===== config.mk =====
export PLATFORM = sky130hd
export DESIGN_NAME = fca_ctrl
export DESIGN_NICKNAME = d
export VERILOG_FILES = /design/src/rtl/fca_pkg.sv /design/src/rtl/fca_ctrl.sv
export SDC_FILE = /design/constraint.sdc
export NUM_CORES = 1
export LEC_CHECK = 0
export ABC_AREA = 1
export BUFFER_PORTS_ARGS = -buffer_cell sky130_fd_sc_hd__clkbuf_2
export CAP_MARGIN = 0
export CORE_UTILIZATION = 30
export DETAILED_ROUTE_END_ITERATION = 8
export PLACE_DENSITY = 0.52
export SLEW_MARGIN = 20
export SYNTH_ARGS = -nofsm -noshare
export SYNTH_HDL_FRONTEND = slang
export SYNTH_SLANG_ARGS = --single-unit

===== constraint.sdc =====
create_clock -name clk -period 3 [get_ports clk]
set_clock_uncertainty 0.1 [all_clocks]
set_input_delay 0.15 -clock clk [delete_from_list [all_inputs] [get_ports clk]]
set_output_delay 0.15 -clock clk [all_outputs]
set_load 0.05 [all_outputs]

===== src/rtl/fca_pkg.sv =====
`default_nettype none

package fca_pkg;

	// Operation codes carried by the op field of an item.
	localparam logic [2:0] OP_WRITE = 3'd0;
	localparam logic [2:0] OP_READ  = 3'd1;
	localparam logic [2:0] OP_ALLOC = 3'd2;
	localparam logic [2:0] OP_WALK  = 3'd3;
	localparam logic [2:0] OP_STATS = 3'd4;

	// Result status codes.
	localparam logic [1:0] STATUS_OK    = 2'd0;
	localparam logic [1:0] STATUS_SHORT = 2'd1;
	localparam logic [1:0] STATUS_RANGE = 2'd2;

	// Statistics kinds.
	localparam logic [1:0] KIND_FREE  = 2'd0;
	localparam logic [1:0] KIND_RSVD  = 2'd1;
	localparam logic [1:0] KIND_ALLOC = 2'd2;

	// Table entry encodings.
	localparam logic [31:0] ENTRY_FREE = 32'h0000_0000;
	localparam logic [31:0] ENTRY_RSVD = 32'h0000_0001;
	localparam logic [31:0] END_MARK   = 32'hFFFF_FFFF;

	// Configuration register.
	localparam int         ENTRIES_W     = 11;
	localparam logic [10:0] ENTRIES_RESET = 11'd1024;
	localparam logic        REG_ENTRIES   = 1'b0;

	typedef enum logic [3:0] {
		S_IDLE,
		S_DECODE,
		S_RD_EMIT,
		S_ERR,
		S_SCAN,
		S_SHORT,
		S_LNK_FIRST,
		S_LNK_PREV,
		S_LNK_NEXT,
		S_LNK_EMIT,
		S_WALK_RD,
		S_WALK_EMIT,
		S_ST0,
		S_ST1,
		S_ST2
	} state_t;

	typedef enum logic [2:0] {
		E_READ,
		E_RANGE,
		E_SHORT,
		E_ALLOC,
		E_WALK,
		E_STAT0,
		E_STAT1,
		E_STAT2
	} emit_sel_t;

	typedef enum logic [1:0] {
		RD_NONE,
		RD_IDX,
		RD_CUR
	} rd_sel_t;

	// Commands from the controller to the datapath.
	typedef struct packed {
		logic      latch;
		logic      wr_item;
		rd_sel_t   rd_sel;
		logic      scan_start;
		logic      scan_step;
		logic      walk_adv;
		logic      lnk_first;
		logic      lnk_prev;
		logic      lnk_next;
		logic      lnk_write;
		logic      emit;
		emit_sel_t emit_sel;
	} cmd_t;

	// Status from the datapath to the controller.
	typedef struct packed {
		logic [2:0] op;
		logic       len_zero;
		logic       idx_in_table;
		logic       idx_in_eff;
		logic       scan_done;
		logic       short_free;
		logic       k_last;
		logic       link_bad;
		logic       out_free;
	} sts_t;

endpackage

`default_nettype wire


===== src/rtl/fca_ctrl.sv =====
`default_nettype none

module fca_ctrl import fca_pkg::*; (
	input  logic clk,
	input  logic arst_n,
	input  logic item_valid,
	output logic item_ready,
	input  sts_t sts,
	output cmd_t cmd
);

	state_t state_q;
	state_t state_d;

	// State register.
	always_ff @(posedge clk or negedge arst_n) begin
		if (!arst_n) begin
			state_q <= S_IDLE;
		end else begin
			state_q <= state_d;
		end
	end

	// Next state and commands.
	always_comb begin
		state_d    = state_q;
		cmd        = '0;
		item_ready = 1'b0;
		unique case (state_q)
			S_IDLE: begin
				item_ready = 1'b1;
				if (item_valid) begin
					cmd.latch = 1'b1;
					state_d   = S_DECODE;
				end
			end
			S_DECODE: begin
				state_d = S_IDLE;
				case (sts.op)
					OP_WRITE: begin
						cmd.wr_item = 1'b1;
					end
					OP_READ: begin
						if (sts.idx_in_table) begin
							cmd.rd_sel = RD_IDX;
							state_d    = S_RD_EMIT;
						end else begin
							state_d = S_ERR;
						end
					end
					OP_ALLOC: begin
						if (!sts.len_zero) begin
							cmd.scan_start = 1'b1;
							state_d        = S_SCAN;
						end
					end
					OP_WALK: begin
						if (sts.len_zero) begin
							state_d = S_IDLE;
						end else if (!sts.idx_in_eff) begin
							state_d = S_ERR;
						end else begin
							state_d = S_WALK_RD;
						end
					end
					OP_STATS: begin
						cmd.scan_start = 1'b1;
						state_d        = S_SCAN;
					end
					default: begin
						state_d = S_IDLE;
					end
				endcase
			end
			S_RD_EMIT: begin
				if (sts.out_free) begin
					cmd.emit     = 1'b1;
					cmd.emit_sel = E_READ;
					state_d      = S_IDLE;
				end
			end
			S_ERR: begin
				if (sts.out_free) begin
					cmd.emit     = 1'b1;
					cmd.emit_sel = E_RANGE;
					state_d      = S_IDLE;
				end
			end
			S_SCAN: begin
				cmd.scan_step = 1'b1;
				if (sts.scan_done) begin
					if (sts.op == OP_ALLOC) begin
						state_d = sts.short_free ? S_SHORT : S_LNK_FIRST;
					end else begin
						state_d = S_ST0;
					end
				end
			end
			S_SHORT: begin
				if (sts.out_free) begin
					cmd.emit     = 1'b1;
					cmd.emit_sel = E_SHORT;
					state_d      = S_IDLE;
				end
			end
			S_LNK_FIRST: begin
				cmd.lnk_first = 1'b1;
				state_d       = S_LNK_PREV;
			end
			S_LNK_PREV: begin
				cmd.lnk_prev = 1'b1;
				state_d      = S_LNK_NEXT;
			end
			S_LNK_NEXT: begin
				cmd.lnk_next = !sts.k_last;
				state_d      = S_LNK_EMIT;
			end
			S_LNK_EMIT: begin
				if (sts.out_free) begin
					cmd.emit      = 1'b1;
					cmd.emit_sel  = E_ALLOC;
					cmd.lnk_write = 1'b1;
					state_d       = sts.k_last ? S_IDLE : S_LNK_NEXT;
				end
			end
			S_WALK_RD: begin
				if (!sts.k_last) begin
					cmd.rd_sel = RD_CUR;
				end
				state_d = S_WALK_EMIT;
			end
			S_WALK_EMIT: begin
				if (sts.out_free) begin
					cmd.emit     = 1'b1;
					cmd.emit_sel = E_WALK;
					if (sts.k_last || sts.link_bad) begin
						state_d = S_IDLE;
					end else begin
						cmd.walk_adv = 1'b1;
						state_d      = S_WALK_RD;
					end
				end
			end
			S_ST0: begin
				if (sts.out_free) begin
					cmd.emit     = 1'b1;
					cmd.emit_sel = E_STAT0;
					state_d      = S_ST1;
				end
			end
			S_ST1: begin
				if (sts.out_free) begin
					cmd.emit     = 1'b1;
					cmd.emit_sel = E_STAT1;
					state_d      = S_ST2;
				end
			end
			S_ST2: begin
				if (sts.out_free) begin
					cmd.emit     = 1'b1;
					cmd.emit_sel = E_STAT2;
					state_d      = S_IDLE;
				end
			end
			default: begin
				state_d = S_IDLE;
			end
		endcase
	end

endmodule

`default_nettype wire


==> reports/results.ini, run 1 <==
[status]
status = finished clean

[worst_setup_path]
critical_path_buf_inv_count = 2
cp_slowest_cell = dfrtp_1
crit_family = buffers and inverters
end_kind = primary output
slowest_delay_ps = 410
rrSetupSlack_ps = 1480
start_kind = flop
crit_fanout = 8
critPathKind = flop to primary output
worstPathCellList = inv_1, nor2_4, o21ai_1, nand3_1, nand2_1, a21oi_1, clkbuf_2
arrival_ps = 1690
cp.required_ps = 2750

[layout]
syn_to_final_growth_pct = 30.4
fin_util = 0.412
n_antenna_cell = 0
layout_common_cells = nand2_1, clkbuf_2, nor2_1, inv_1, nand3_1
mostFrequentLayoutCell = nand2_1
largest_reg_flops = 4
drive_above_1_share = 0.260
reg_top3 = state_q x4
largest_register = state_q
final_nets = 189

[place]
port_buffers = 29
gp_congestion = 0.863
dpl.hpwl_um = 1600

[synth]
synthTopCellsByArea = nand2_1, dfrtp_1, nor2_1, inv_1, nand3_1
yosysSeqAreaShare = 0.143
syn-num-nets = 154
avgSynthCellArea_um2 = 5.00
syn-instance-count = 140
yosys_register_bits = 4
yosysWarnings = 0
yosys.area.top_type = nand2_1
synthDistinctLibCells = 18
synth_top_cell_area_share = 0.274
netlist_area_um2 = 699

[clocking]
clock_latency_ps = 230
clock_path_buffers = 2
cts_sinks = 4
clk_pin_slew_ps = 40
numCtsBuffers = 3
root_buffer = clkbuf_4
cts_tree = built
htreeDepth = 1
postCtsSetupBuffers = 0

[power]
peakVddDrop_mv = 0.529
p_per_area_nw_per_um2 = 915
cellLeakagePower_nw = 0.577

[timing]
clock.fmax_ghz = 0.515
min_period_ps = 1940
hold_viol = 0
fin_crit_sh = 0.647
rsz0062_at_grt = false
slew_headroom = 0.721
final_max_slew_viol_count = 0
worst_pin_slew_ps = 415
fin_tns_setup_ps = 0
finalSetupViolCount = 0

[detailed_routing]
routedWlPerCell_um = 9.41
drcViolationCount = 0
finalWirelength_um = 1890
drtIter0Drc = 11
ant_nets = 0
avgViaCountPerCell = 4.48
dr.pass1.iters = 4
dr_total_vias = 901

[floorplan]
fp.dieH_um = 50.3
core_um2 = 2210
initial_core_util = 0.316
die_area_um2 = 2530
die_w_um = 50.3
io_pins = 30
rows = 17

[global_routing]
grt_max_degree = 11
overflow = 0
antenna_found_initial = 0
grt_pass1_wl_um = 3190
gr-usage-all-layers = 0.161
grt_pass1_vias = 801

[flow_run]
drv_cap = 0

[worst_hold_path]
hp-class = primary input to async pin

==> worst reg2reg max path, stage by stage (launching register included) <==
cell and delay (ps):
dfrtp_1 460, nor2_1 340, nand3_1 120, nand2_1 130, inv_1 50, nand2_1 70, nor2_2 60, nand2_1 50
nand2_1 50
==> per-stage QoR <==
step / power (mW) / std cells / setup slack [ps] / instance area, um^2 / hold slack [ps]
3_3_place_gp: 0.771 / 197 / 1320 / 880 / -139
2_1_floorplan: 0.626 / 140 / 529 / 699 / -246
3_5_place_dp: 0.770 / 197 / 1300 / 880 / -142
5_1_grt: 0.914 / 201 / 862 / 912 / 177
6_report: 0.834 / 201 / 1060 / 912 / 161
4_1_cts: 0.841 / 201 / 1040 / 912 / 144
==> kinds of logic after synthesis <==
logic type	after synthesis	synth area share
flops	4	0.143
buf+inv	22	0.118
compound gates	9	0.0716
simple gates	105	0.667
==> power by group <==
part,switching [mW],total [mW],internal [mW],leakage (nW)
sequential,0.0454,0.125,0.0799,0.0525
clock,0.0198,0.0644,0.0446,0.0138
combinational,0.474,0.645,0.170,0.510
==> layout make-up <==
type	instances	area, um^2
fill	264	1300
multi-input combinational	114	517
tap	28	35.0
timing repair buffer	30	155
sequential	4	100
clock buffer	3	22.5
inverter	22	82.6
==> worst paths after layout <==
| path | startpoint | to | cells after the start |
|---|---|---|---|
| max | state_q[0] | cmd[1] | 7 |
| min | arst_n | state_q[2] | 2 |
| max reg2reg | state_q[1] | state_q[1] | 8 |
| min reg2reg | state_q[0] | state_q[0] | 2 |
| max in group asynchronous | arst_n | state_q[0] | 2 |
| min in group clk | sts[5] | state_q[0] | 6 |
==> per-layer routing <==
metal | vias to the layer above | global-route usage | routed length, um
met1 | 385 | 0.210 | 965
met2 | 17 | 0.278 | 866
met5 | - | 0 | 0
li1 | 499 | - | -
met4 | 0 | 0.0571 | 0
met3 | 0 | 0.00606 | 60
==> cell usage after synthesis, drive strengths merged <==
cell type / instances
nand2: 53
nor2: 31
inv: 22
nand3: 16
a21oi: 4
dfrtp: 4
o21ai: 3
nand3b: 2
nor3: 2
a22oi: 1
nor4: 1
o21bai: 1
==> timing repair <==
item / CTS / global route
resized for setup: 0 / 0
endpoints found under the hold margin: 4 / 0
hold buffers: 1 / 0
No activity file was read; power rests on OpenSTA's default activity.
==> run 2: changes to the inputs <==
--- a/config.mk
+++ b/config.mk
@@ -5,7 +5,7 @@
 export SDC_FILE = /design/constraint.sdc
 export NUM_CORES = 1
 export LEC_CHECK = 0
-export ABC_AREA = 1
+export ABC_AREA = 0
 export BUFFER_PORTS_ARGS = -buffer_cell sky130_fd_sc_hd__clkbuf_2
 export CAP_MARGIN = 0
 export CORE_UTILIZATION = 30
==> constraint.sdc (replaced) <==
create_clock -name clk -period 2 [get_ports clk]
set_clock_uncertainty 0.1 [all_clocks]
set_input_delay 0.1 -clock clk [delete_from_list [all_inputs] [get_ports clk]]
set_output_delay 0.1 -clock clk [all_outputs]
set_load 0.05 [all_outputs]
==> reports/results.ini, run 2 <==
[status]
status = finished clean

[synth]
synth_compound_area_frac = 0.303  ; +0.231
synth_top_family_by_area = simple AND/OR/NAND/NOR gates
synth_edf_count = 0  ; unchanged
synth_fa_ha_area_frac = 0  ; unchanged
synth-xor-area-share = 0.0270  ; +0.0270
yosys_register_bits = 4  ; unchanged
synth_top_cell_area_share = 0.154  ; -0.120
yosysSeqAreaShare = 0.154  ; +0.0110
synthSimpleGateAreaFrac = 0.439  ; -0.228
yosysWarnings = 0  ; unchanged
netlist_area_um2 = 649  ; -7.2%
syn-num-nets = 107  ; -31%
synthDistinctLibCells = 42  ; +24
synth_common_cells = nor2_1, nor3_1, nand2_1
synthArstFlopShare = 1.00  ; unchanged
synth_mux_area_frac = 0  ; unchanged
yosysMostFrequentCell = nor2_1
yosys.area.top_type = dfrtp_1
avgSynthCellArea_um2 = 6.98  ; +40%
syn-instance-count = 93  ; -34%
synthTopCellsByArea = dfrtp_1, nor2_1, nor3_1, nand2b_1, a2111oi_4
synth_ff_type = dfrtp_1

[clocking]
cts_tree = built
clk_pin_slew_ps = 40  ; about the same
clock_latency_ps = 240  ; about the same
cts_sinks = 4  ; unchanged
root_buffer = clkbuf_4
clock_path_buffers = 2  ; unchanged
htreeDepth = 1  ; unchanged
postCtsSetupBuffers = 0  ; unchanged
numCtsBuffers = 3  ; unchanged

[timing]
setup_slack_ps = 79.9  ; -979 ps
worst_pin_slew_ps = 546  ; +131 ps
hold_viol = 0  ; unchanged
timing.hold.ws_ps = 121  ; -40.5 ps
fin_tns_setup_ps = 0  ; unchanged
slew_headroom = 0.627  ; -0.0946
finalSetupViolCount = 0  ; unchanged
min_period_ps = 1920
final_max_slew_viol_count = 0  ; unchanged
rsz0062_at_grt = false
clock.fmax_ghz = 0.521
fin_crit_sh = 0.960

[layout]
syn_to_final_growth_pct = 33.9
n_antenna_cell = 0  ; unchanged
drive_above_1_share = 0.361  ; +0.101
fill_cells = 216  ; -18%
largest_register = state_q
mostFrequentLayoutCell = clkbuf_2
reg_top3 = state_q x4
layout_common_cells = clkbuf_2, nor2_1, nor3_1, nand2_1, nand2b_1
stdcell_area_um2 = 870  ; -4.7%
largest_reg_flops = 4  ; unchanged
final_nets = 138  ; -27%

[power]
cellLeakagePower_nw = 0.386  ; -33%
p_per_area_nw_per_um2 = 1330  ; +45%
peakVddDrop_mv = 0.540  ; +2.1%
total_power_mw = 1.16  ; +39%

[floorplan]
rows = 16  ; -1
io_pins = 30  ; unchanged
core_um2 = 2000  ; -9.5%
fp.dieH_um = 48.5  ; -3.5%
die_area_um2 = 2350  ; -6.9%
initial_core_util = 0.324  ; +0.00820
die_w_um = 48.5  ; -3.5%

[global_routing]
use_met1 = 0.222  ; +0.0126
top_usage_layer = met2
antenna_found_initial = 0  ; unchanged
grt_pass1_wl_um = 3470  ; +8.9%
grt_max_degree = 14  ; +3
grt_pass1_vias = 788  ; -1.6%
overflow = 0  ; unchanged
grt_use_met3 = 0.0472  ; +0.0411
gr-usage-met2 = 0.329  ; +0.0509
gr-usage-all-layers = 0.182  ; +0.0213

[worst_setup_path]
cp.required_ps = 1800  ; -950 ps
cp-startpoint = state_q[3]
start_kind = flop
rrSetupSlack_ps = 230  ; -1250 ps
crit_fanout = 11  ; +3
end_kind = primary output
endpoint = cmd[13]
critPathKind = flop to primary output
arrival_ps = 1720  ; +30 ps
rr_worst_depth = 4  ; -4
r2r-end = state_q[3]
r2r_start = state_q[0]

[detailed_routing]
drtIter0Drc = 15  ; +4
finalWirelength_um = 2030  ; +7.3%
dr_total_vias = 811  ; -10%
ant_nets = 0  ; unchanged
drcViolationCount = 0  ; unchanged
dr.pass1.iters = 4  ; unchanged
avgViaCountPerCell = 5.44  ; +21%
routedWlPerCell_um = 13.6  ; +45%

[worst_hold_path]
hp-class = primary input to async pin

[flow_run]
drv_cap = 0  ; unchanged

[place]
dpl.hpwl_um = 1560  ; -2.3%
port_buffers = 29  ; unchanged
gp_congestion = 0.812  ; -5.8%
postPlaceCellArea_um2 = 835  ; -5.1%
dp_slack_ps = 207  ; -1090 ps

## run 2: cell types whose count changed after synthesis, moves of 6 or more
cell      previous run  this run
nand2b_1             0         6
nand3_1             14         2
nor2_1              25        11
inv_1               19         4
nor3_1               2         8
nand2_1             51         7
## run 2: worst min-delay path by stage
| stage | start | end | slack [ps] | cells after the start |
|---|---|---|---|---|
| CTS | arst_n | state_q[0] | 110 | 2 |
| global route | arst_n | state_q[3] | 130 | 2 |
| global placement | arst_n | state_q[2] | -180 | 1 |
| floorplan | arst_n | state_q[0] | -300 | 0 |
| detailed placement | arst_n | state_q[2] | -180 | 1 |
| finish | arst_n | state_q[1] | 120 | 2 |
## run 2: cells by family (layout without fill, tap and decap cells)
group | Yosys count | after routing
and+or+nand+nor | 52 | 52
DFF | 4 | 4
xor gates and xnor gates | 2 | 2
buffers and inverters | 12 | 41
AOI/OAI and AO/OA | 23 | 23
## run 2: critical path: stages (launching register included)
cell     delay, ps
dfrtp_1        500
or2_1          340
nor4b_1        320
buf_2          320
## run 2: area by class of cell
class / count / area (um^2) / area share
sequential: 4 / 103 / 0.118
inverter: 4 / 15.0 / 0.0173
clock buffer: 3 / 22.5 / 0.0259
multi-input combinational: 77 / 510 / 0.587
timing repair buffer: 34 / 185 / 0.213
tap: 27 / 33.8 / 0.0388
## run 2: power by group
| group | leakage [nW] | switching (mW) | internal [mW] | total [mW] |
|---|---|---|---|---|
| logic | 0.322 | 0.552 | 0.285 | 0.836 |
| clock network | 0.0138 | 0.0363 | 0.0674 | 0.104 |
| registers | 0.0499 | 0.100 | 0.117 | 0.217 |
| total | 0.386 | 0.688 | 0.469 | 1.16 |
## run 2: what timing repair did
item,CTS,global route
gates resized for setup,0,4
hold buffers,1,0
endpoints found under the hold margin,4,0
setup endpoints to repair,0,5
## run 2: layer usage
layer / vias to the layer above / part of all wire / wire (um)
li1: 400 / - / -
met5: - / 0 / 0
met3: 0 / 0.039 / 80
met2: 23 / 0.49 / 1000
met4: 0 / 0 / 0
met1: 388 / 0.47 / 945
## run 2: metrics by stage
stage                     cells   util
final                       149  0.434
after CTS                   149  0.433
after detailed placement    145  0.417
after global routing        149  0.434
after floorplan              93      -
after global placement      145  0.417
